$ cat config.mk
export PLATFORM = sky130hd
export DESIGN_NAME = nctl_axis
export DESIGN_NICKNAME = d
export VERILOG_FILES = /design/src/design/nctl_pkg.sv /design/src/design/nctl_axis.sv
export SDC_FILE = /design/constraint.sdc
export NUM_CORES = 1
export LEC_CHECK = 0
export ABC_AREA = 1
export BUFFER_PORTS_ARGS = -buffer_cell sky130_fd_sc_hd__buf_2
export CAP_MARGIN = 25
export CORE_UTILIZATION = 50
export DETAILED_ROUTE_END_ITERATION = 6
export GPL_TIMING_DRIVEN = 1
export HOLD_SLACK_MARGIN = 0.08
export PLACE_DENSITY = 0.68
export SLEW_MARGIN = 0
export SYNTH_ARGS = -nofsm -noshare
export SYNTH_HDL_FRONTEND = slang
export SYNTH_SLANG_ARGS = --single-unit
$ cat constraint.sdc
create_clock -name clk -period 14.1 [get_ports clk]
set_input_delay 0.705 -clock clk [delete_from_list [all_inputs] [get_ports clk]]
set_output_delay 0.705 -clock clk [all_outputs]
set_load 0.05 [all_outputs]
$ cat src/design/nctl_pkg.sv
// shared constants and types for the nearest centroid triangle locator
package nctl_pkg;

    localparam int COORD_BITS    = 16;
    localparam int MAX_TRIANGLES = 1024;
    localparam int IDX_BITS      = $clog2(MAX_TRIANGLES);
    localparam int CNT_BITS      = IDX_BITS + 1;
    localparam int ENTRY_BITS    = 9 * COORD_BITS;
    localparam int SUM_BITS      = COORD_BITS + 2;
    localparam int D_BITS        = COORD_BITS + 3;
    localparam int SQ_BITS       = 2 * D_BITS;
    localparam int DSQ_BITS      = SQ_BITS + 2;

    localparam logic OP_LOAD  = 1'b0;
    localparam logic OP_QUERY = 1'b1;

    typedef logic signed [COORD_BITS-1:0] coord_t;
    typedef logic [IDX_BITS-1:0]          idx_t;
    typedef logic [CNT_BITS-1:0]          cnt_t;
    typedef logic [SQ_BITS-1:0]           sq_t;
    typedef logic [DSQ_BITS-1:0]          dsq_t;

    typedef struct packed {
        logic clr;
        logic vld;
        logic ok;
        idx_t idx;
    } trk_ctl_t;

endpackage

$ cat src/design/nctl_axis.sv
// per-axis cell: bounding box or centroid sign check, then squared offset
module nctl_axis (
    input  logic                                 clk,
    input  logic                                 chk_sum,
    input  nctl_pkg::coord_t                     a,
    input  nctl_pkg::coord_t                     b,
    input  nctl_pkg::coord_t                     c,
    input  nctl_pkg::coord_t                     p,
    output logic                                 ok,
    output nctl_pkg::sq_t                        sq
);
    import nctl_pkg::*;

    logic signed [SUM_BITS-1:0] sum;
    logic signed [SUM_BITS-1:0] pe;
    logic signed [SUM_BITS-1:0] p3;
    logic                       in_range;
    logic signed [D_BITS-1:0]   d_next;
    logic signed [D_BITS-1:0]   d_reg;
    logic                       ok1_next;
    logic                       ok1_reg;
    logic signed [SQ_BITS-1:0]  d_ext;
    logic signed [SQ_BITS-1:0]  prod;
    sq_t                        sq_reg;
    logic                       ok2_reg;

    assign sum = SUM_BITS'(a) + SUM_BITS'(b) + SUM_BITS'(c);
    assign pe  = SUM_BITS'(p);
    assign p3  = pe + (pe <<< 1);
    assign in_range = ((p >= a) || (p >= b) || (p >= c)) &&
                      ((p <= a) || (p <= b) || (p <= c));
    assign d_next   = D_BITS'(p3) - D_BITS'(sum);
    assign ok1_next = chk_sum ? ~sum[SUM_BITS-1] : in_range;

    assign d_ext = {{(SQ_BITS-D_BITS){d_reg[D_BITS-1]}}, d_reg};
    assign prod  = d_ext * d_ext;

    always_ff @(posedge clk) begin
        d_reg   <= d_next;
        ok1_reg <= ok1_next;
        sq_reg  <= sq_t'(prod);
        ok2_reg <= ok1_reg;
    end

    assign ok = ok2_reg;
    assign sq = sq_reg;

endmodule

==> run summary <==
Critical Path Fanout Max -> 27
Area Growth Syn to Fin -> 7.989%
Reg clk slew, reported paths -> 0.06 ns
Post-Route WL -> 40,970 um
Critical-path top delay cell -> fa_1
Fin. Hold Viols -> 0
Register-to-Register Path Depth -> 18
Post-synthesis sequential area ratio -> 6.668%
Peak Freq -> 156.8 MHz
Register-to-Register Setup Slack -> 7.72 ns
Hold path depth -> 0
Drt wl/cell -> 15.90 um
Layout filler cell count -> 3,133
Antenna cells -> 0
Worst setup SP type -> flop
Post-Layout Cell Count -> 2,576
GRT Total Usage -> 25.15%
Post-route clock period utilization -> 45.22%
Post-CTS Setup Inserts -> 0
Pre-antenna DRT Iters -> 5
Vias in the first global route -> 14,280
Clock Path Buffers -> 2
Post-synth top area share -> 41.50%
Number of port buffers -> 103
Post-synth EDFFs -> 0
Slew Limit Fails -> 0
Worst r2r dst -> sq[33]
Post-synthesis sequential element count -> 58
Ports -> 105
Yosys cell types -> 42
Worst r2r src -> d_reg[18]
Worst EP arrival -> 6.65 ns
Initial antenna violation count -> 1
CTS tree -> yes
Hold buffers post-CTS -> 0
Post-synth ARST share -> 0%
Max FFs per register -> 37
Synth cell count leaders -> inv_1, fa_1, nand2_1
CTS Root Cell -> clkbuf_16
Core area -> 0.03387 mm^2
Ys Warns -> 0
Mapped Cells -> 2,030
Placed cells -> 2,560
GRT overflow -> 0
Die width -> 188.6 um
Synth top area cells -> fa_1, ha_1, inv_1, nand2_1, dfxtp_1
Hold endpoint -> ok
Slew headroom -> 60.05%
Max_cap viols -> 0
Crit path time final -> 6.377 ns
Synth area leader -> fa_1
Post-DP HPWL -> 35,570 um
Pin count of the biggest net entering global routing -> 28
Antenna-violating nets left -> 0
Worst-margin pin slew -> 0.5985 ns
First-pass GRT wire length -> 70,730 um
Vias per inst -> 5.047
CP max stage delay -> 0.77 ns
Worst setup path start -> d_reg[18]
Initial Utilization -> 51.42%
Total CTS buffers -> 9
Row Count -> 67
Outcome -> completed
Clock sinks -> 58
Die area -> 0.03558 mm^2
Worst hold start -> ok1_reg
Clk_skew -> 0.01337 ns
Final net count -> 2,766
Setup_tns -> 0 ns
CP Data Required Time -> 14.38 ns
CTS HTree Levels -> 3
Avg Cell Area, Syn -> 8.578 um^2
Count leader, synth -> inv_1
DR iter-0 viols -> 710
Vias -> 13,000
Placer Congestion -> 0.9278
DRC Markers -> 0
Fin Hold WS -> 0.3290 ns
Final setup fails -> 0
Clock Latency Late Sink -> 0.35 ns
CTS resizes -> 0
Critical Path Most Common Cell -> fa_1
HP Class -> flop to flop
Cell Area, Synth -> 0.01741 mm^2
Die H -> 188.6 um
Worst setup EP type -> flop
Layout cells sized above 1 -> 9.258%
CP Class -> flop to flop
CP Cell Sequence -> buf_4, nand2_1, fa_1, fa_1, fa_1, inv_1, fa_1, fa_1, fa_1, ha_1, ha_1, nand2_1, nor2_1, inv_1, nor2_1, nand4_1, nand2_1, xor2_1
Mapped Nets -> 2,673
Main synth FF type -> dfxtp_1
RSZ-0062 raised after global routing -> false
[worst max path at each step]
stage | endpoint | slack (ns)
global placement | sq[33] | 7.72
global route | sq[37] | 7.34
finish | sq[33] | 7.72
detailed placement | sq[35] | 7.77
CTS | sq[33] | 7.72
floorplan | sq[37] | 8.15
[metrics by stage]
step	instance area (um^2)	utilization, %	worst slack (ns)
detailed placement	18480	54.56	7.767
global route	18810	55.53	7.335
global placement	18480	54.56	7.717
floorplan	17410	-	8.154
CTS	18810	55.53	7.722
finish	18810	55.53	7.723
[cells by family after synthesis]
group,synth area share [%]
AOI/OAI and AO/OA,6.610
buffers and inverters,12.87
other,0.02153
adders and majority gates,57.02
DFF,6.668
and+or+nand+nor,12.44
xor gates and xnor gates,4.376
[layout make-up]
class	instances	area, um^2	share of cell area (%)
Clock buffer	9	225.2	1.198
Inverter	556	2087	11.10
Timing Repair Buffer	122	658.1	3.500
Tap cell	448	560.5	2.981
Multi-Input combinational cell	1376	14010	74.51
Sequential cell	58	1161	6.174
Clock inverter	7	101.3	0.5389
[worst max-delay path: cells and delay by family, from the launching register on]
family,cells,cell delay (ns)
flip-flops,1,0.31
buffers and inverters,3,0.76
AND/OR/NAND/NOR,6,0.95
XOR/XNOR,1,0.15
adder cells (fa/ha/maj),8,4.13
[placed cells by master, fill, tap and decap left out, drive strengths merged]
master and n:
ha 216, clkbuf 9, o21bai 14, and2 1
nand3 46, o21a 7, nor4 2, or2 6
o211ai 2, nand2 362, a31o 2, buf 122
nor3 12, xnor2 28, a31oi 5, fa 361
dfxtp 58, xor2 59, inv 557, conb 1
a211oi 2, nor2 86, a21o 11, a21oi 95
o31ai 4, o2111ai 1, clkinv 2, bufinv 2
nand4 9, o21ai 41, a21boi 3, clkinvlp 2
[metal layers]
layer | vias up | wire length (um) | GRT usage, % | share of wire, %
li1 | 6232 | - | - | -
met1 | 6348 | 17600 | 33.22 | 43
met2 | 355 | 20070 | 42.70 | 49
met3 | 66 | 2311 | 3.986 | 5.6
met4 | 0 | 991 | 7.041 | 2.4
met5 | - | 0 | 0 | 0
Power is left out: the tool's default activity adds up to more than one toggle a clock period on the data nets, which glitch-free logic cannot reach.
