$ cat src/design/nctl_ram.sv
// generic single write port ram with registered read
module nctl_ram #(
    parameter int WIDTH = 8,
    parameter int DEPTH = 16
) (
    input  logic                     clk,
    input  logic                     we,
    input  logic [$clog2(DEPTH)-1:0] waddr,
    input  logic [WIDTH-1:0]         wdata,
    input  logic                     re,
    input  logic [$clog2(DEPTH)-1:0] raddr,
    output logic [WIDTH-1:0]         rdata
);

    logic [WIDTH-1:0] mem [DEPTH];
    logic [WIDTH-1:0] rdata_reg;

    always_ff @(posedge clk) begin
        if (we) begin
            mem[waddr] <= wdata;
        end
        if (re) begin
            rdata_reg <= mem[raddr];
        end
    end

    assign rdata = rdata_reg;

endmodule

$ cat config.mk
export PLATFORM = sky130hd
export DESIGN_NAME = nctl_ram
export DESIGN_NICKNAME = d
export VERILOG_FILES = /design/src/design/nctl_ram.sv
export SDC_FILE = /design/constraint.sdc
export NUM_CORES = 1
export LEC_CHECK = 0
export BUFFER_PORTS_ARGS = -buffer_cell sky130_fd_sc_hd__buf_2
export CAP_MARGIN = 20
export CORE_MARGIN = 1
export CORE_UTILIZATION = 45
export DETAILED_ROUTE_END_ITERATION = 16
export HOLD_SLACK_MARGIN = 0.02
export MAX_ROUTING_LAYER = met4
export PLACE_DENSITY = 0.64
export SYNTH_ARGS = -nofsm -noshare
export SYNTH_HDL_FRONTEND = slang
export SYNTH_SLANG_ARGS = --single-unit
$ cat constraint.sdc
create_clock -name clk -period 2.12 [get_ports clk]
set_input_delay 0.212 -clock clk [delete_from_list [all_inputs] [get_ports clk]]
set_output_delay 0.212 -clock clk [all_outputs]
set_load 0.05 [all_outputs]
==> run metrics, run 1 <==
Wirelength per Cell=22.3 um; leading cell types by total area after synthesis=sky130_fd_sc_hd__edfxtp_1 (78%), sky130_fd_sc_hd__mux4_2 (7.8%), sky130_fd_sc_hd__mux4_1 (7.0%); Slew Limit Fails=0; register clock-pin slew on the reported worst setup and hold paths=60 ps; most common cell after layout, fill and taps aside=sky130_fd_sc_hd__edfxtp_1; Post-Syn Instances=229; post-route setup TNS=0 ps; clock sinks=136; Worst Path Arrival=1700 ps; number of setup buffers added after CTS=0; final number of hold-violating endpoints=0; critical path launch point type=flip-flop; CP startpoint=mem[3][4]; hold_sp=re; initial detailed-routing violation count=224; via count of the routed design=2,431; CP endpoint kind=flip-flop; final worst slack=565 ps; highest fanout seen on the critical path=1; number of nets produced by synthesis=248; initial cell density of the core=47.2%; Hold/Removal Path Class=in2reg; Chip Width=110 um; kind of critical path=reg2reg; post-detailed-route DRC marker count=0; Antenna Nets Post-Route=0; cells traversed along the worst timing path=mux4_2, a22oi_1, nand2_1; portion of synthesized cell area occupied by the leading cell type=78.1%; max FFs per register=128; Area growth syn-to-layout=18.0%; total of max-cap violations=0; commonest cells after routing, fill and taps aside=sky130_fd_sc_hd__edfxtp_1 (136), sky130_fd_sc_hd__buf_2 (26), sky130_fd_sc_hd__buf_4 (22); I/O Pins=27; DP Area=5650 um2; maximum achievable frequency=643 MHz; routability cong.=0.753; Core ar.=11,100 um2; First-pass DRT Iterations=4; worst relative slew slack=72.6%; TritonCTS clock tree=done; cell class contributing the biggest share of worst-path delay=multiplexers; total wirelength of the detailed-routed design=9810 um; overall global routing resource usage=19.3%; fraction of layout cells with a size suffix above 1=31.8%; antenna fix cells=0; Non-Filler Cell Area, Final=6170 um2; Die Footprint=12,100 um2; synthesized area divided by synthesized cell count=22.8 um2; number of buffers between clock root and the deepest sink=2; netlist area before placement=5230 um2; worst reg2reg startpoint=mem[3][4]; Final Hold Slack=179 ps; Max rail drop VDD=0.000588 V; leakage power summed over all cells=2.09 nW; required time at the worst-slack endpoint=2270 ps; IO buf count=26; Post-CTS Resized=0; register bit count reported by yosys=136; max incr delay on CP=480 ps; nets@finish=307; later-pin clock latency in the skew report=400 ps; result of the run=complete, no violations; vias in the first global route=2,524; number of buffers created by CTS=17; overall overflow remaining after global route=0; power density normalized to cell area=963 nW/um2; y dimension of the die=110 um; leading area contributor after synthesis=sky130_fd_sc_hd__edfxtp_1; standard-cell rows=38; RSZ-0062 raised after global routing=no; sequential fraction of the synthesis area=78.1%; first-pass GRT wire length=15,000 um; H-tree depth=4; number of warnings printed during yosys synthesis=0; largest net degree at the start of global routing=17; Post-Place Worst Slack=186 ps; number of distinct library cells after synthesis=18; number of buffers inserted for hold repair after clock tree synthesis=0; fin crit share=73.3%; cell with the largest stage delay on the worst path=sky130_fd_sc_hd__mux4_2; cell at the root of the clock tree=sky130_fd_sc_hd__clkbuf_16; transition time of the tightest slew-check pin=411 ps; initial antenna violation count=0; post-route minimum period=1550 ps; buffers and inverters on the worst path=0; sum of net half-perimeters after detailed placement=6290 um; skew final=5.76 ps; Vias per Instance=5.54; final setup violating endpoints=0
==> worst register-to-register path, delay by kind of cell, from the launching register on <==
family / cells / cell delay, ps
AND/OR/NAND/NOR: 1 / 90
flip-flops: 1 / 360
AO/OA/AOI/OAI: 1 / 380
multiplexers: 1 / 480
==> stage by stage <==
stage,power (mW),utilization (%),std cells
floorplan,3.30,-,229
global placement,3.42,51.0,409
detailed placement,3.43,51.0,409
CTS,5.99,55.7,439
global route,6.12,55.7,439
finish,5.94,55.7,439
==> cells by family (layout without fill, tap and decap cells) <==
family                 count (synthesis)  in the layout  synth area share [%]
flip-flops                           136            136                  78.1
buffers and inverters                 10             80                  1.65
AO/OA/AOI/OAI                         16             16                  2.30
multiplexers                          32             32                  14.8
AND/OR/NAND/NOR                       35             35                  3.14
==> area by class of cell <==
cell class / instances / area (um2)
timing repair buffer: 50 / 335
tap: 140 / 175
fill: 840 / 4910
clock inverter: 11 / 85.1
clock buffer: 19 / 433
multi-input combinational: 83 / 1060
sequential: 136 / 4080
==> per-layer routing <==
layer / vias up / global-route usage, % / part of all wire, %
met1: 1254 / 25.0 / 43
met3: 7 / 5.69 / 5.3
li1: 1098 / - / -
met5: - / - / 0
met4: 0 / 6.76 / 0.85
met2: 72 / 29.3 / 51
==> Yosys cell counts, drive strengths merged <==
| library cell | count |
|---|---|
| edfxtp | 136 |
| mux4 | 32 |
| a22oi | 16 |
| nor2 | 13 |
| nand2 | 9 |
| buf | 7 |
| nor3 | 4 |
| clkdlybuf4s25 | 3 |
| nand2b | 2 |
| nand3b | 2 |
| and2 | 1 |
| and2b | 1 |
| nand3 | 1 |
| nor2b | 1 |
| or3b | 1 |
==> worst paths after layout <==
| check | to | slack, ps | cells past startpoint |
|---|---|---|---|
| max | rdata[4] | 570 | 3 |
| min | rdata[5] | 180 | 1 |
| max reg2reg | rdata[4] | 570 | 3 |
| min reg2reg | rdata[0] | 760 | 3 |
==> where the power goes <==
part / internal [mW] / switching (mW) / leakage [nW]
Sequential: 3.03 / 0.0148 / 1.24
Clock: 1.57 / 0.994 / 0.249
Combinational: 0.124 / 0.200 / 0.608
(Power assumes the default switching activity.)
==> run 2, diff against run 1 <==
--- a/config.mk
+++ b/config.mk
@@ -5,6 +5,7 @@
 export SDC_FILE = /design/constraint.sdc
 export NUM_CORES = 1
 export LEC_CHECK = 0
+export ABC_AREA = 1
 export BUFFER_PORTS_ARGS = -buffer_cell sky130_fd_sc_hd__buf_2
 export CAP_MARGIN = 20
 export CORE_MARGIN = 1
@@ -12,7 +13,7 @@
 export DETAILED_ROUTE_END_ITERATION = 16
 export HOLD_SLACK_MARGIN = 0.02
 export MAX_ROUTING_LAYER = met4
-export PLACE_DENSITY = 0.64
+export PLACE_DENSITY = 0.66
 export SYNTH_ARGS = -nofsm -noshare
 export SYNTH_HDL_FRONTEND = slang
 export SYNTH_SLANG_ARGS = --single-unit
==> constraint.sdc (replaced) <==
create_clock -name clk -period 1.4 [get_ports clk]
set_input_delay 0.14 -clock clk [delete_from_list [all_inputs] [get_ports clk]]
set_output_delay 0.14 -clock clk [all_outputs]
set_load 0.05 [all_outputs]
==> run metrics, run 2 <==
result of the run=complete, no violations; hold_sp=re; netlist area before placement=5850 um2 (+12%); clock sinks=136 (unchanged); total wirelength of the detailed-routed design=13,100 um (+34%); largest net degree at the start of global routing=34 (+17); I/O Pins=27 (unchanged); sum of net half-perimeters after detailed placement=8300 um (+32%); synthesized area divided by synthesized cell count=10.6 um2 (-54%); routability cong.=0.847 (+12%); cells traversed along the worst timing path=buf_2; number of non-filler instances in the completed layout=782 (+78%); power density normalized to cell area=1470 nW/um2 (+53%); first-pass GRT wire length=20,600 um (+38%); worst relative slew slack=60.4% (-12 points); number of warnings printed during yosys synthesis=0 (unchanged); maximum achievable frequency=823 MHz; leakage power summed over all cells=2.99 nW (+43%); number of nets produced by synthesis=570 (+130%); total net switching power=2.07 mW (+71%); Post-CTS Resized=0 (unchanged); Wirelength per Cell=16.8 um (-25%); most common cell after layout, fill and taps aside=sky130_fd_sc_hd__nand2_1; leading area contributor after synthesis=sky130_fd_sc_hd__edfxtp_1; via count of the routed design=3,874 (+59%); switching power as a share of total power=20.4% (+0.074 points); RSZ-0062 raised after global routing=no; fraction of layout cells with a size suffix above 1=13.6% (-18 points); vias in the first global route=3,715 (+47%); cell class contributing the biggest share of worst-path delay=flip-flops; reg-to-reg critical path endpoint=rdata[6]; cell with the largest stage delay on the worst path=sky130_fd_sc_hd__edfxtp_1; nets@finish=616 (+100%); initial detailed-routing violation count=334 (+49%); later-pin clock latency in the skew report=410 ps (about the same); worst reg2reg startpoint=mem[5][6]; standard-cell rows=41 (+7.9%); Core ar.=12,600 um2 (+14%); portion of synthesized cell area occupied by the leading cell type=69.8% (-8.3 points); final number of hold-violating endpoints=0 (unchanged); Worst path depth=1 (-2); antenna fix cells=0 (unchanged); register bit count reported by yosys=136 (unchanged); Hold/Removal Path Class=in2reg; kind of critical path=reg2out; Post-synth EDFFs=136 (unchanged); instance count along the most critical hold path=1 (unchanged); combinational power share=6.2% (+0.7 points); Chip Width=116 um (+5.7%); commonest cells after routing, fill and taps aside=sky130_fd_sc_hd__nand2_1 (173), sky130_fd_sc_hd__edfxtp_1 (136), sky130_fd_sc_hd__inv_1 (100); number of setup buffers added after CTS=0 (unchanged); highest fanout seen on the critical path=1 (unchanged); critical path launch point type=flip-flop; proportion of power drawn by flip-flops and latches=45.5% (-5.8 points); post-route minimum period=1210 ps; main flop type after synthesis=sky130_fd_sc_hd__edfxtp_1; leading cell type by number of instances after synthesis=sky130_fd_sc_hd__nand2_1; Int Power=8.07 mW (+71%); overall overflow remaining after global route=0 (unchanged); cell at the root of the clock tree=sky130_fd_sc_hd__clkbuf_16; core utilization of the finished layout=54.7% (-0.95 points); initial antenna violation count=0 (unchanged); TritonCTS clock tree=done; leading cell types by total area after synthesis=sky130_fd_sc_hd__edfxtp_1 (70%), sky130_fd_sc_hd__nand2_1 (11%), sky130_fd_sc_hd__nand3_1 (8.3%); Area growth syn-to-layout=18.1%; CP endpoint kind=primary output; Design Power=10.1 mW (+71%); IO buf count=26 (unchanged); number of buffers inserted for hold repair after clock tree synthesis=0 (unchanged); skew final=5.47 ps (-0.287 ps); final setup violating endpoints=0 (unchanged); most instantiated cells after synthesis=sky130_fd_sc_hd__nand2_1 (173), sky130_fd_sc_hd__edfxtp_1 (136), sky130_fd_sc_hd__inv_1 (100); Vias per Instance=4.95 (-11%); H-tree depth=4 (unchanged); number of buffers created by CTS=17 (unchanged); CP startpoint=rdata[5]; post-detailed-route DRC marker count=0 (unchanged); cell count of the worst reg-to-reg path=6 (+3); flop-to-flop setup slack=240 ps (-330 ps); fill cell count=1,101 (+31%); fin crit share=86.8%; hold endpoint=rdata[0]; share of flip-flops with an asynchronous set or reset=0% (unchanged); Final Hold Slack=83.4 ps (-95.9 ps); required time at the worst-slack endpoint=1260 ps (-1010 ps); Antenna Nets Post-Route=0 (unchanged); transition time of the tightest slew-check pin=593 ps (+182 ps); y dimension of the die=116 um (+5.7%); overall global routing resource usage=22.3% (+3.0 points); register clock-pin slew on the reported worst setup and hold paths=60 ps (about the same); number of cells in the design after placement=750 (+83%); Max rail drop VDD=0.000730 V (+24%); Worst Path Arrival=1070 ps (-630 ps); total of max-cap violations=0 (unchanged); number of buffers between clock root and the deepest sink=2 (unchanged); Die Footprint=13,500 um2 (+12%); First-pass DRT Iterations=5 (+1); initial cell density of the core=46.3% (-0.86 points); clock network fraction of total power=48.3% (+5.1 points); Slew Limit Fails=0 (unchanged); max incr delay on CP=380 ps (-100 ps); buffers and inverters on the worst path=1 (+1); max FFs per register=128 (unchanged); Post-Syn Instances=551 (+140%); sequential fraction of the synthesis area=69.8% (-8.3 points); number of distinct library cells after synthesis=11 (-7)
## run 2: logic make-up after synthesis
family	count (synthesis)	share of synthesized area, %
buffers and inverters	126	9.39
and+or+nand+nor	289	20.8
DFF	136	69.8
## run 2: worst max path at each step
stage | to | slack [ps]
after floorplan | mem[10][0] | 310
after global placement | rdata[0] | 20
after detailed placement | rdata[0] | -0.1
after CTS | rdata[5] | 160
after global routing | rdata[5] | 140
final | rdata[5] | 190
## run 2: layer usage
| metal | share of wire (%) | track usage [%] | vias to the layer above | wire [um] |
|---|---|---|---|---|
| met5 | 0 | - | - | 0 |
| met4 | 2.8 | 9.74 | 0 | 371 |
| met3 | 7.6 | 4.92 | 29 | 990 |
| met2 | 46 | 32.7 | 152 | 6030 |
| met1 | 44 | 30.0 | 1821 | 5710 |
| li1 | - | - | 1872 | - |
## run 2: power by group through the flow
stage | Sequential [mW] | Clock [mW] | Combinational [mW]
6_report | 4.62 | 4.90 | 0.630
5_1_grt | 4.62 | 5.15 | 0.696
4_1_cts | 4.62 | 4.97 | 0.638
3_5_place_dp | 4.70 | 0 | 0.634
3_3_place_gp | 4.70 | 0 | 0.624
2_1_floorplan | 4.76 | 0 | 0.322
## run 2: stage by stage
step | cell area [um2] | setup slack, ps | TNS [ps]
floorplan | 5850 | 309 | 0
global placement | 6250 | 16.1 | 0
detailed placement | 6250 | -0.140 | -0.140
CTS | 6910 | 163 | 0
global route | 6910 | 143 | 0
finish | 6910 | 185 | 0
## run 2: layout make-up
cell class | instances | area [um2] | area share, %
Clock inverter | 15 | 231 | 3.35
Sequential cell | 136 | 4080 | 59.1
Multi-Input combinational cell | 289 | 1210 | 17.6
Clock buffer | 17 | 425 | 6.16
Tap cell | 172 | 215 | 3.12
Inverter | 102 | 383 | 5.54
Timing Repair Buffer | 51 | 355 | 5.14
