File: config.mk
export PLATFORM = sky130hd
export DESIGN_NAME = nctl_track
export DESIGN_NICKNAME = d
export VERILOG_FILES = /design/src/design/nctl_pkg.sv /design/src/design/nctl_track.sv
export SDC_FILE = /design/constraint.sdc
export NUM_CORES = 1
export LEC_CHECK = 0
export BUFFER_PORTS_ARGS = -buffer_cell sky130_fd_sc_hd__buf_2
export CAP_MARGIN = 20
export CORE_MARGIN = 5
export CORE_UTILIZATION = 30
export DETAILED_ROUTE_END_ITERATION = 16
export PLACE_DENSITY_LB_ADDON = 0.05
export SYNTH_ARGS = -nofsm -noshare
export SYNTH_HDL_FRONTEND = slang
export SYNTH_SLANG_ARGS = --single-unit
File: constraint.sdc
create_clock -name aclk -period 3.1 [get_ports aclk]
set_clock_uncertainty 0.2 [all_clocks]
set_input_delay 0 -clock aclk [delete_from_list [all_inputs] [get_ports aclk]]
set_output_delay 0 -clock aclk [all_outputs]
set_load 0.03 [all_outputs]
File: src/design/nctl_pkg.sv
// shared constants and types for the nearest centroid triangle locator
package nctl_pkg;

    localparam int COORD_BITS    = 16;
    localparam int MAX_TRIANGLES = 1024;
    localparam int IDX_BITS      = $clog2(MAX_TRIANGLES);
    localparam int CNT_BITS      = IDX_BITS + 1;
    localparam int ENTRY_BITS    = 9 * COORD_BITS;
    localparam int SUM_BITS      = COORD_BITS + 2;
    localparam int D_BITS        = COORD_BITS + 3;
    localparam int SQ_BITS       = 2 * D_BITS;
    localparam int DSQ_BITS      = SQ_BITS + 2;

    localparam logic OP_LOAD  = 1'b0;
    localparam logic OP_QUERY = 1'b1;

    typedef logic signed [COORD_BITS-1:0] coord_t;
    typedef logic [IDX_BITS-1:0]          idx_t;
    typedef logic [CNT_BITS-1:0]          cnt_t;
    typedef logic [SQ_BITS-1:0]           sq_t;
    typedef logic [DSQ_BITS-1:0]          dsq_t;

    typedef struct packed {
        logic clr;
        logic vld;
        logic ok;
        idx_t idx;
    } trk_ctl_t;

endpackage

File: src/design/nctl_track.sv
// nearest distance tracker: sums squared terms and keeps the best index
module nctl_track (
    input  logic               aclk,
    input  logic               aresetn,
    input  nctl_pkg::trk_ctl_t ctl,
    input  nctl_pkg::sq_t      sq_x,
    input  nctl_pkg::sq_t      sq_y,
    input  nctl_pkg::sq_t      sq_z,
    output logic               busy,
    output logic               found,
    output nctl_pkg::idx_t     found_index
);
    import nctl_pkg::*;

    dsq_t dsq_reg;
    logic vld_reg;
    logic ok_reg;
    idx_t idx_reg;
    dsq_t best_reg;
    logic hit_reg;
    idx_t best_idx_reg;
    logic take;

    assign take = vld_reg && ok_reg && (!hit_reg || (dsq_reg <= best_reg));

    always_ff @(posedge aclk) begin
        dsq_reg <= DSQ_BITS'(sq_x) + DSQ_BITS'(sq_y) + DSQ_BITS'(sq_z);
        ok_reg  <= ctl.ok;
        idx_reg <= ctl.idx;
        if (take) begin
            best_reg <= dsq_reg;
        end
    end

    always_ff @(posedge aclk) begin
        if (!aresetn) begin
            vld_reg      <= 1'b0;
            hit_reg      <= 1'b0;
            best_idx_reg <= '0;
        end else begin
            vld_reg <= ctl.vld;
            if (ctl.clr) begin
                hit_reg      <= 1'b0;
                best_idx_reg <= '0;
            end else if (take) begin
                hit_reg      <= 1'b1;
                best_idx_reg <= idx_reg;
            end
        end
    end

    assign busy        = vld_reg;
    assign found       = hit_reg;
    assign found_index = best_idx_reg;

endmodule

==> results.yml, run 1 <==
outcome:
  status: "complete, no violations"
cts:
  cts_sinks: 103
  clk_pin_slew_ns: 0.07
  cts_setup_buffers: 0
  cts.path.max_buffers: 2
  cts_tree: "done"
  numCtsBuffers: 9
  htreeDepth: 3
  cts_root_buffer: "clkbuf_16"
  insertion_delay_ns: 0.34
sta:
  relSlewSlack_pct: 65.3
  final-setup-viol-count: 0
  fin_crit_ns: 2.82
  tightest_slew_ns: 0.507
  slew_violations: 0
  fin_setup_tns_ns: 0
  grt_setup_unrepaired: "no"
  max_freq_mhz: 355
  timing.final.crit_share_pct: 90.8
  hold_viol: 0
place:
  portBuffers: 140
  routabilityCongestion: 0.828
  place_hpwl_mm: 12.8
logic_synthesis:
  synthFlopType: "dfxtp_1"
  synth_cell_types: 56
  yosysTopAreaCellShare_pct: 19.1
  syn_inst: 647
  synth_top_family_by_area: "adder cells"
  synthArstFlopShare_pct: 0
  synth-edff-count: 40
  yosys.area.top_type: "dfxtp_1"
  synthMostInstantiatedCell: "ha_1"
  synthXorXnorAreaFrac_pct: 3.71
  ys_ff_latch: 103
  synth_adder_area_share_pct: 26.4
  synth.top_cells.by_area: "dfxtp_1, edfxtp_1, ha_1, fa_1, a21oi_1"
  synth_area_per_cell_um2: 10.2
  yosys-mux-area-fraction_pct: 1.51
  synth_seq_area_share_pct: 37.3
  synthSimpleGateAreaFrac_pct: 11.2
  synth_area_mm2: 0.00661
  syn-num-nets: 892
  synth_compound_area_share_pct: 15.8
  synth.top_cells.by_count: "ha_1, dfxtp_1, nand2_1"
  ys_warn_count: 0
route:
  drc: 0
  num_vias: 5244
  antenna_left: 0
  viasPerCell: 4.73
  drtIter0Drc: 246
  postRouteWirelength_mm: 15.4
  routedWlPerCell_um: 13.9
  first_pass_iters: 4
worst_setup_path:
  path_cells: "inv_1 > ha_1 > a21o_1 > nand3_1 > a21oi_1 > a2111oi_0 > nand3_1 > o32ai_4 > buf_12"
  end_kind: "flip-flop"
  crit_fanout: 30
  cp-startpoint: "best_reg[33]"
  cpMaxStageDelayCell: "a2111oi_0"
  critPathKind: "reg -> reg"
  crit_required_ns: 2.93
  critPathArrivalTime_ns: 2.65
  r2r_end: "best_reg[27]"
  slowest_delay_ns: 0.42
  start_kind: "flip-flop"
  cp_common_cell: "nand3_1"
  reg2reg_depth: 9
  r2r_slack_ns: 0.28
  reg2reg_from: "best_reg[33]"
  endpoint: "best_reg[27]"
pwr:
  finalPower_w: 0.00533
  peakVddDrop_uv: 285
  power_density_mw_per_mm2: 641
  p_leak_nw: 3.74
cells_and_area:
  nets: 1068
  diodes: 0
  drive_above_1_share_pct: 22.7
  area_growth_pct: 25.9
grt:
  track_usage_pct: 12.3
  grt_pass1_wl_mm: 25.3
  grt_pass1_vias: 5390
  grt_max_degree: 31
  grt.overflow.total: 0
  antenna_found_initial: 0
floorplan:
  fp.dieH_um: 158
  dieWidth_um: 158
  initial_utilization_pct: 30.4
  ios: 141
  rows: 54
  core_area_mm2: 0.0218
  dieArea_mm2: 0.0251
flow_run:
  drv_cap: 0
hold_path:
  worstHoldPathType: "in -> reg"
-- cells by family (layout without fill, tap and decap cells) --
| logic type | count (synthesis) | in the layout |
|---|---|---|
| AOI/OAI and AO/OA | 160 | 160 |
| muxes | 10 | 10 |
| DFF | 103 | 103 |
| xor gates and xnor gates | 28 | 28 |
| and+or+nand+nor | 157 | 157 |
| buffers and inverters | 73 | 254 |
| adders and majority gates | 116 | 116 |
-- timing repair --
item / in CTS / in global routing
endpoints found under the hold margin: 25 / 0
endpoints found under the setup margin: 0 / 18
hold buffers: 16 / 0
resized for setup: 0 / 1
-- placed cells by master, fill, tap and decap left out, types with 11 or more instances in the layout --
cell type        n
buf_2          140
ha_1            77
dfxtp_1         63
nand2_1         62
a21oi_1         61
inv_1           60
edfxtp_1        40
fa_1            39
nor2_1          25
o21ai_0         20
buf_4           20
nand3_1         18
xnor2_1         18
dlygate4sd3_1   16
nand4_1         14
a211oi_1        13
a21o_1          11
-- per-stage QoR --
stage | cell area [um^2] | util, % | hold WS, ns | worst slack, ns | cells
final | 8320 | 38.3 | 0.0408 | 0.284 | 1108
after global routing | 8320 | 38.3 | 0.0548 | 0.0508 | 1108
after CTS | 8320 | 38.2 | 0.0267 | 0.159 | 1108
after detailed placement | 7820 | 35.9 | -0.0964 | -0.0448 | 1076
after global placement | 7820 | 35.9 | -0.0956 | -0.0604 | 1076
after floorplan | 6610 | - | -0.172 | 0.136 | 647
-- worst min-delay path by stage --
stage / startpoint / to / slack [ns] / depth (start not counted)
after global routing: sq_z[14] / dsq_reg[15] / 0.05 / 4
final: sq_z[2] / dsq_reg[3] / 0.04 / 4
after detailed placement: ctl[5] / idx_reg[5] / -0.1 / 1
after global placement: ctl[5] / idx_reg[5] / -0.1 / 1
after floorplan: ctl[0] / idx_reg[0] / -0.17 / 0
after CTS: sq_z[2] / dsq_reg[3] / 0.03 / 4
-- report_power, final --
group	leakage, nW	total (W)	internal (W)	switching [W]
Combinational	2.68	0.00206	0.000916	0.00115
Sequential	0.900	0.00202	0.00183	0.000189
Clock	0.165	0.00124	0.000778	0.000465
-- critical path: cells and delay by family (launching register included) --
kind | cells | cell delay, ns
AO/OA/AOI/OAI | 4 | 1.08
flip-flops | 1 | 0.35
buffers and inverters | 2 | 0.32
AND/OR/NAND/NOR | 2 | 0.31
adder cells (fa/ha/maj) | 1 | 0.23
-- layout make-up --
cell class	count	area [um^2]
multi-input combinational	471	3900
inverter	60	225
sequential	103	2460
timing repair buffer	178	1050
clock buffer	13	272
tap	280	350
clock inverter	3	65.1
fill	2195	13400
-- routing by layer --
metal  wire, um  up-vias  global-route usage [%]
met2       6940      133                    20.0
met5          0        -                       0
met4        131        0                    3.13
met3        775        9                    2.09
li1           -     2672                       -
met1       7510     2430                    17.1
Note: power is estimated with default switching activity, not from simulation.
==> run 2: changes to the inputs <==
- ABC_AREA: not set -> 1
- PLACE_DENSITY: not set -> 0.53
- PLACE_DENSITY_LB_ADDON: 0.05 -> not set
==> results.yml, run 2 <==
outcome:
  status: "complete, no violations"
worst_setup_path:
  end_kind: "flip-flop"
  crit_fanout: 4
  critPathArrivalTime_ns: 2.92
  reg2reg_depth: 9
  crit_required_ns: 3.15
  critPathKind: "in -> reg"
  start_kind: "primary input"
sta:
  tightest_slew_ns: 0.611
  timing.final.crit_share_pct: 92.4
  max_freq_mhz: 349
  setup_ws_ns: 0.237
  hold_viol: 0
  slew_violations: 0
  grt_setup_unrepaired: "no"
  fin_hold_ws_ns: 0.0127
  final-setup-viol-count: 0
  relSlewSlack_pct: 59.3
  fin_setup_tns_ns: 0
  fin_crit_ns: 2.86
floorplan:
  ios: 141
  core_area_mm2: 0.0235
  dieArea_mm2: 0.0271
  rows: 56
  fp.dieH_um: 165
  initial_utilization_pct: 30.5
  dieWidth_um: 165
cells_and_area:
  layout_commonest_cell: "nand2_1"
  stdcell_area_mm2: 0.00881
  diodes: 0
  fin_cells: 1352
  nets: 1273
  mostFrequentLayoutCells: "nand2_1, inv_1, buf_2"
  n_fill_cell: 2488
  area_growth_pct: 22.6
  drive_above_1_share_pct: 18.6
cts:
  cts.path.max_buffers: 2
  htreeDepth: 3
  cts_sinks: 103
  cts_tree: "done"
  cts_setup_buffers: 0
  numCtsBuffers: 9
  insertion_delay_ns: 0.34
  cts_root_buffer: "clkbuf_16"
  clk_pin_slew_ns: 0.07
pwr:
  p_sw_w: 0.00198
  switching_share_pct: 38.6
  power.internal_w: 0.00315
  pwr-share-comb_pct: 40.2
  peakVddDrop_uv: 219
  p_leak_nw: 4.25
  clkPwrFrac_pct: 22.1
  p_seq_share_pct: 37.7
  power_density_mw_per_mm2: 582
route:
  routedWlPerCell_um: 13.2
  antenna_left: 0
  num_vias: 5971
  drc: 0
  postRouteWirelength_mm: 17.8
  first_pass_iters: 5
  drtIter0Drc: 252
  viasPerCell: 4.42
logic_synthesis:
  ys_ff_latch: 103
  ys_warn_count: 0
  synth_area_mm2: 0.00718
  synthMostInstantiatedCell: "nand2_1"
  synth-edff-count: 40
  synth.top_cells.by_count: "nand2_1, inv_1, ha_1"
  synthArstFlopShare_pct: 0
  yosysTopAreaCellShare_pct: 17.6
  syn_inst: 859
  yosys.area.top_type: "dfxtp_1"
  synth_area_per_cell_um2: 8.36
  synthFlopType: "dfxtp_1"
  syn-num-nets: 1104
  synth.top_cells.by_area: "dfxtp_1, edfxtp_1, ha_1, fa_1, nand2_1"
  synth_cell_types: 39
  synth_seq_area_share_pct: 34.3
hold_path:
  whs_path_depth: 5
  worstHoldPathType: "in -> reg"
place:
  place_hpwl_mm: 15.2
  place_worst_setup_slack_ns: 0.112
  routabilityCongestion: 0.900
  postPlaceCellArea_mm2: 0.00829
  dp_cells: 1316
  portBuffers: 140
grt:
  grt_pass1_vias: 5918
  track_usage_pct: 13.2
  antenna_found_initial: 0
  grt_pass1_wl_mm: 28.7
  grt_max_degree: 25
  grt.overflow.total: 0
flow_run:
  drv_cap: 0
[run 2: cell count changes after synthesis, sizes merged, moves of 14 or more]
cell	change
nand2	+125
nor2	+54
nand3	+18
o21ai	+17
inv	+84
a211oi	-14
[run 2: timing repair]
item | in CTS | in global routing
endpoints found under the setup margin | 0 | 2
hold buffers | 20 | 0
gates resized for setup | 0 | 3
hold endpoints to repair | 27 | 0
[run 2: final cells by class]
type	instances	area (um^2)	area share [%]
Inverter	144	541	6.14
Tap cell	319	399	4.53
Clock inverter	7	80.1	0.909
Timing Repair Buffer	164	931	10.6
Clock buffer	9	225	2.56
Multi-Input combinational cell	606	4170	47.3
Sequential cell	103	2460	28.0
[run 2: through the flow]
stage	util, %	power, W
5_1_grt	37.4	0.00559
3_3_place_gp	35.2	0.00400
3_5_place_dp	35.2	0.00401
4_1_cts	37.3	0.00520
6_report	37.4	0.00513
2_1_floorplan	-	0.00334
[run 2: worst paths after layout]
check / startpoint / endpoint / slack [ns]
worst max register to register: best_reg[31] / best_reg[31] / 0.67
worst min register to register: dsq_reg[15] / best_reg[15] / 0.24
worst max-delay path: sq_z[0] / dsq_reg[31] / 0.24
worst min-delay path: sq_x[37] / dsq_reg[38] / 0.01
[run 2: worst max-delay path, stage by stage]
cell and delay [ns]:
dlygate4sd3_1 0.53, buf_2 0.10, inv_1 0.04, fa_1 0.35, inv_1 0.10, ha_1 0.26
inv_1 0.14, fa_2 0.42, o21ai_4 0.22, a21boi_2 0.11, o21ai_2 0.20, nand3_1 0.11
nand2_1 0.14, xor2_2 0.20
[run 2: cells by family (layout without fill, tap and decap cells)]
| logic type | count (synthesis) | count (layout) | share of synthesized area (%) |
|---|---|---|---|
| xor gates and xnor gates | 25 | 25 | 3.05 |
| AOI/OAI and AO/OA | 140 | 140 | 10.8 |
| buffers and inverters | 150 | 324 | 8.08 |
| adders and majority gates | 116 | 116 | 24.3 |
| DFF | 103 | 103 | 34.3 |
| and+or+nand+nor | 325 | 325 | 19.5 |
[run 2: power by group through the flow]
stage               sequential (W)  combinational [W]  clock (W)
global route               0.00198            0.00238    0.00123
floorplan                  0.00191            0.00143          0
detailed placement         0.00197            0.00204          0
global placement           0.00196            0.00204          0
CTS                        0.00194            0.00208    0.00118
finish                     0.00194            0.00206    0.00113
[run 2: layer usage]
layer,GRT usage (%),routed length [um],part of all wire (%)
met1,18.2,8410,47
met4,3.82,403,2.3
met5,0,0,0
met2,21.7,8070,45
met3,1.77,899,5.1
==> run 3: changes to the inputs <==
- CELL_PAD_IN_SITES_DETAIL_PLACEMENT: not set -> 1
- CELL_PAD_IN_SITES_GLOBAL_PLACEMENT: not set -> 1
- PLACE_DENSITY: 0.53 -> 0.67
==> results.yml, run 3 (synthesis results as in run 2) <==
outcome:
  status: "complete, no violations"
floorplan:
  dieArea_mm2: 0.0271
  ios: 141
  fp.dieH_um: 165
  core_area_mm2: 0.0235
  dieWidth_um: 165
  initial_utilization_pct: 30.5
  rows: 56
sta:
  relSlewSlack_pct: 59.3
  fin_crit_ns: 2.92
  setup_ws_ns: 0.182
  final-setup-viol-count: 0
  timing.final.crit_share_pct: 94.1
  grt_setup_unrepaired: "no"
  max_freq_mhz: 343
  slew_violations: 0
  hold_viol: 0
  fin_setup_tns_ns: 0
  tightest_slew_ns: 0.610
worst_setup_path:
  start_kind: "primary input"
  crit_fanout: 4
  cp.buffers_inverters: 3
  end_kind: "flip-flop"
  cp-startpoint: "sq_z[1]"
  cpMaxStageDelayCell: "dlygate4sd3_1"
  reg2reg_depth: 12
  reg2reg_from: "best_reg[33]"
  critPathKind: "in -> reg"
  cp.depth: 12
  slowest_delay_ns: 0.53
  critPathArrivalTime_ns: 2.99
  crit_required_ns: 3.18
  crit_family: "adder cells"
  path_cells: "dlygate4sd3_1 > buf_2 > fa_1 > ha_1 > inv_1 > fa_1 > o21ai_2 > a21boi_2 > o21ai_2 > nand3_1 > nand2_1 > xor2_1"
route:
  drtIter0Drc: 204
  postRouteWirelength_mm: 19.9
  num_vias: 6205
  routedWlPerCell_um: 14.7
  antenna_left: 0
  drc: 0
  first_pass_iters: 4
  viasPerCell: 4.59
cts:
  clk_pin_slew_ns: 0.08
  cts_tree: "done"
  htreeDepth: 3
  cts.path.max_buffers: 2
  cts_sinks: 103
  cts_root_buffer: "clkbuf_16"
  numCtsBuffers: 9
  cts_resized: 0
  insertion_delay_ns: 0.35
grt:
  grt.overflow.total: 0
  use_met3_pct: 1.82
  grt_max_degree: 41
  antenna_found_initial: 0
  gr-usage-met1_pct: 19.2
  grt_pass1_vias: 6802
  gr-usage-met2_pct: 26.9
  grt_pass1_wl_mm: 32.7
  top_usage_layer: "met2"
  track_usage_pct: 15.1
cells_and_area:
  drive_above_1_share_pct: 18.2
  area_growth_pct: 22.6
  layout_commonest_cell: "nand2_1"
  mostFrequentLayoutCells: "nand2_1, inv_1, buf_2"
  fin_util_pct: 37.4
  nets: 1273
  diodes: 0
  stdcell_area_mm2: 0.00880
place:
  postPlaceCellArea_mm2: 0.00828
  place_worst_setup_slack_ns: 0.280
  place_hpwl_mm: 16.9
  routabilityCongestion: 0.884
  portBuffers: 140
pwr:
  finalPower_w: 0.00519
  p_leak_nw: 4.25
  power_density_mw_per_mm2: 590
  peakVddDrop_uv: 241
hold_path:
  whs_path_depth: 4
  worstHoldPathType: "in -> reg"
  hp-start: "sq_z[7]"
flow_run:
  drv_cap: 0
==> run 3: cell types whose count changed in the layout (fill, tap and decap cells not counted), sizes merged <==
cell	delta
clkinvlp	-1
buf	-2
dlygate4sd3	+2
inv	-2
clkinv	+3
==> run 3: final cells by class <==
class / count / area [um^2]
inverter: 144 / 541
timing repair buffer: 164 / 948
clock inverter: 7 / 76.3
tap: 319 / 399
clock buffer: 9 / 225
sequential: 103 / 2460
multi-input combinational: 606 / 4150
fill: 2886 / 14700
==> run 3: stage by stage <==
stage / std cells / hold WS, ns
6_report: 1352 / 0.0236
5_1_grt: 1352 / 0.0613
4_1_cts: 1352 / 0.00410
3_5_place_dp: 1314 / -0.0939
3_3_place_gp: 1314 / -0.0969
2_1_floorplan: 859 / -0.172
==> run 3: worst paths after layout <==
kind	endpoint	slack, ns
max	dsq_reg[31]	0.18
min	dsq_reg[8]	0.02
max reg2reg	best_reg[21]	0.65
min reg2reg	best_reg[1]	0.24
==> run 3: metal layers <==
metal / up-vias / part of all wire, %
li1: 3127 / -
met1: 2940 / 46
met2: 123 / 49
met3: 15 / 3.6
met4: 0 / 1.4
met5: - / 0
==> run 3: tightest hold or removal path, stage by stage <==
cell	delay, ns
buf_2	0.08
fa_1	0.16
ha_1	0.19
xor2_1	0.09
==> run 3: repair_timing <==
action | in CTS | in global routing
endpoints found under the setup margin | 0 | 4
hold buffers | 22 | 0
hold endpoints to repair | 27 | 0
buffers inserted | 0 | 0
==> run 3: power breakdown <==
part	internal, W	switching (W)
combinational	0.000802	0.00131
clock	0.000573	0.000557
sequential	0.00177	0.000173
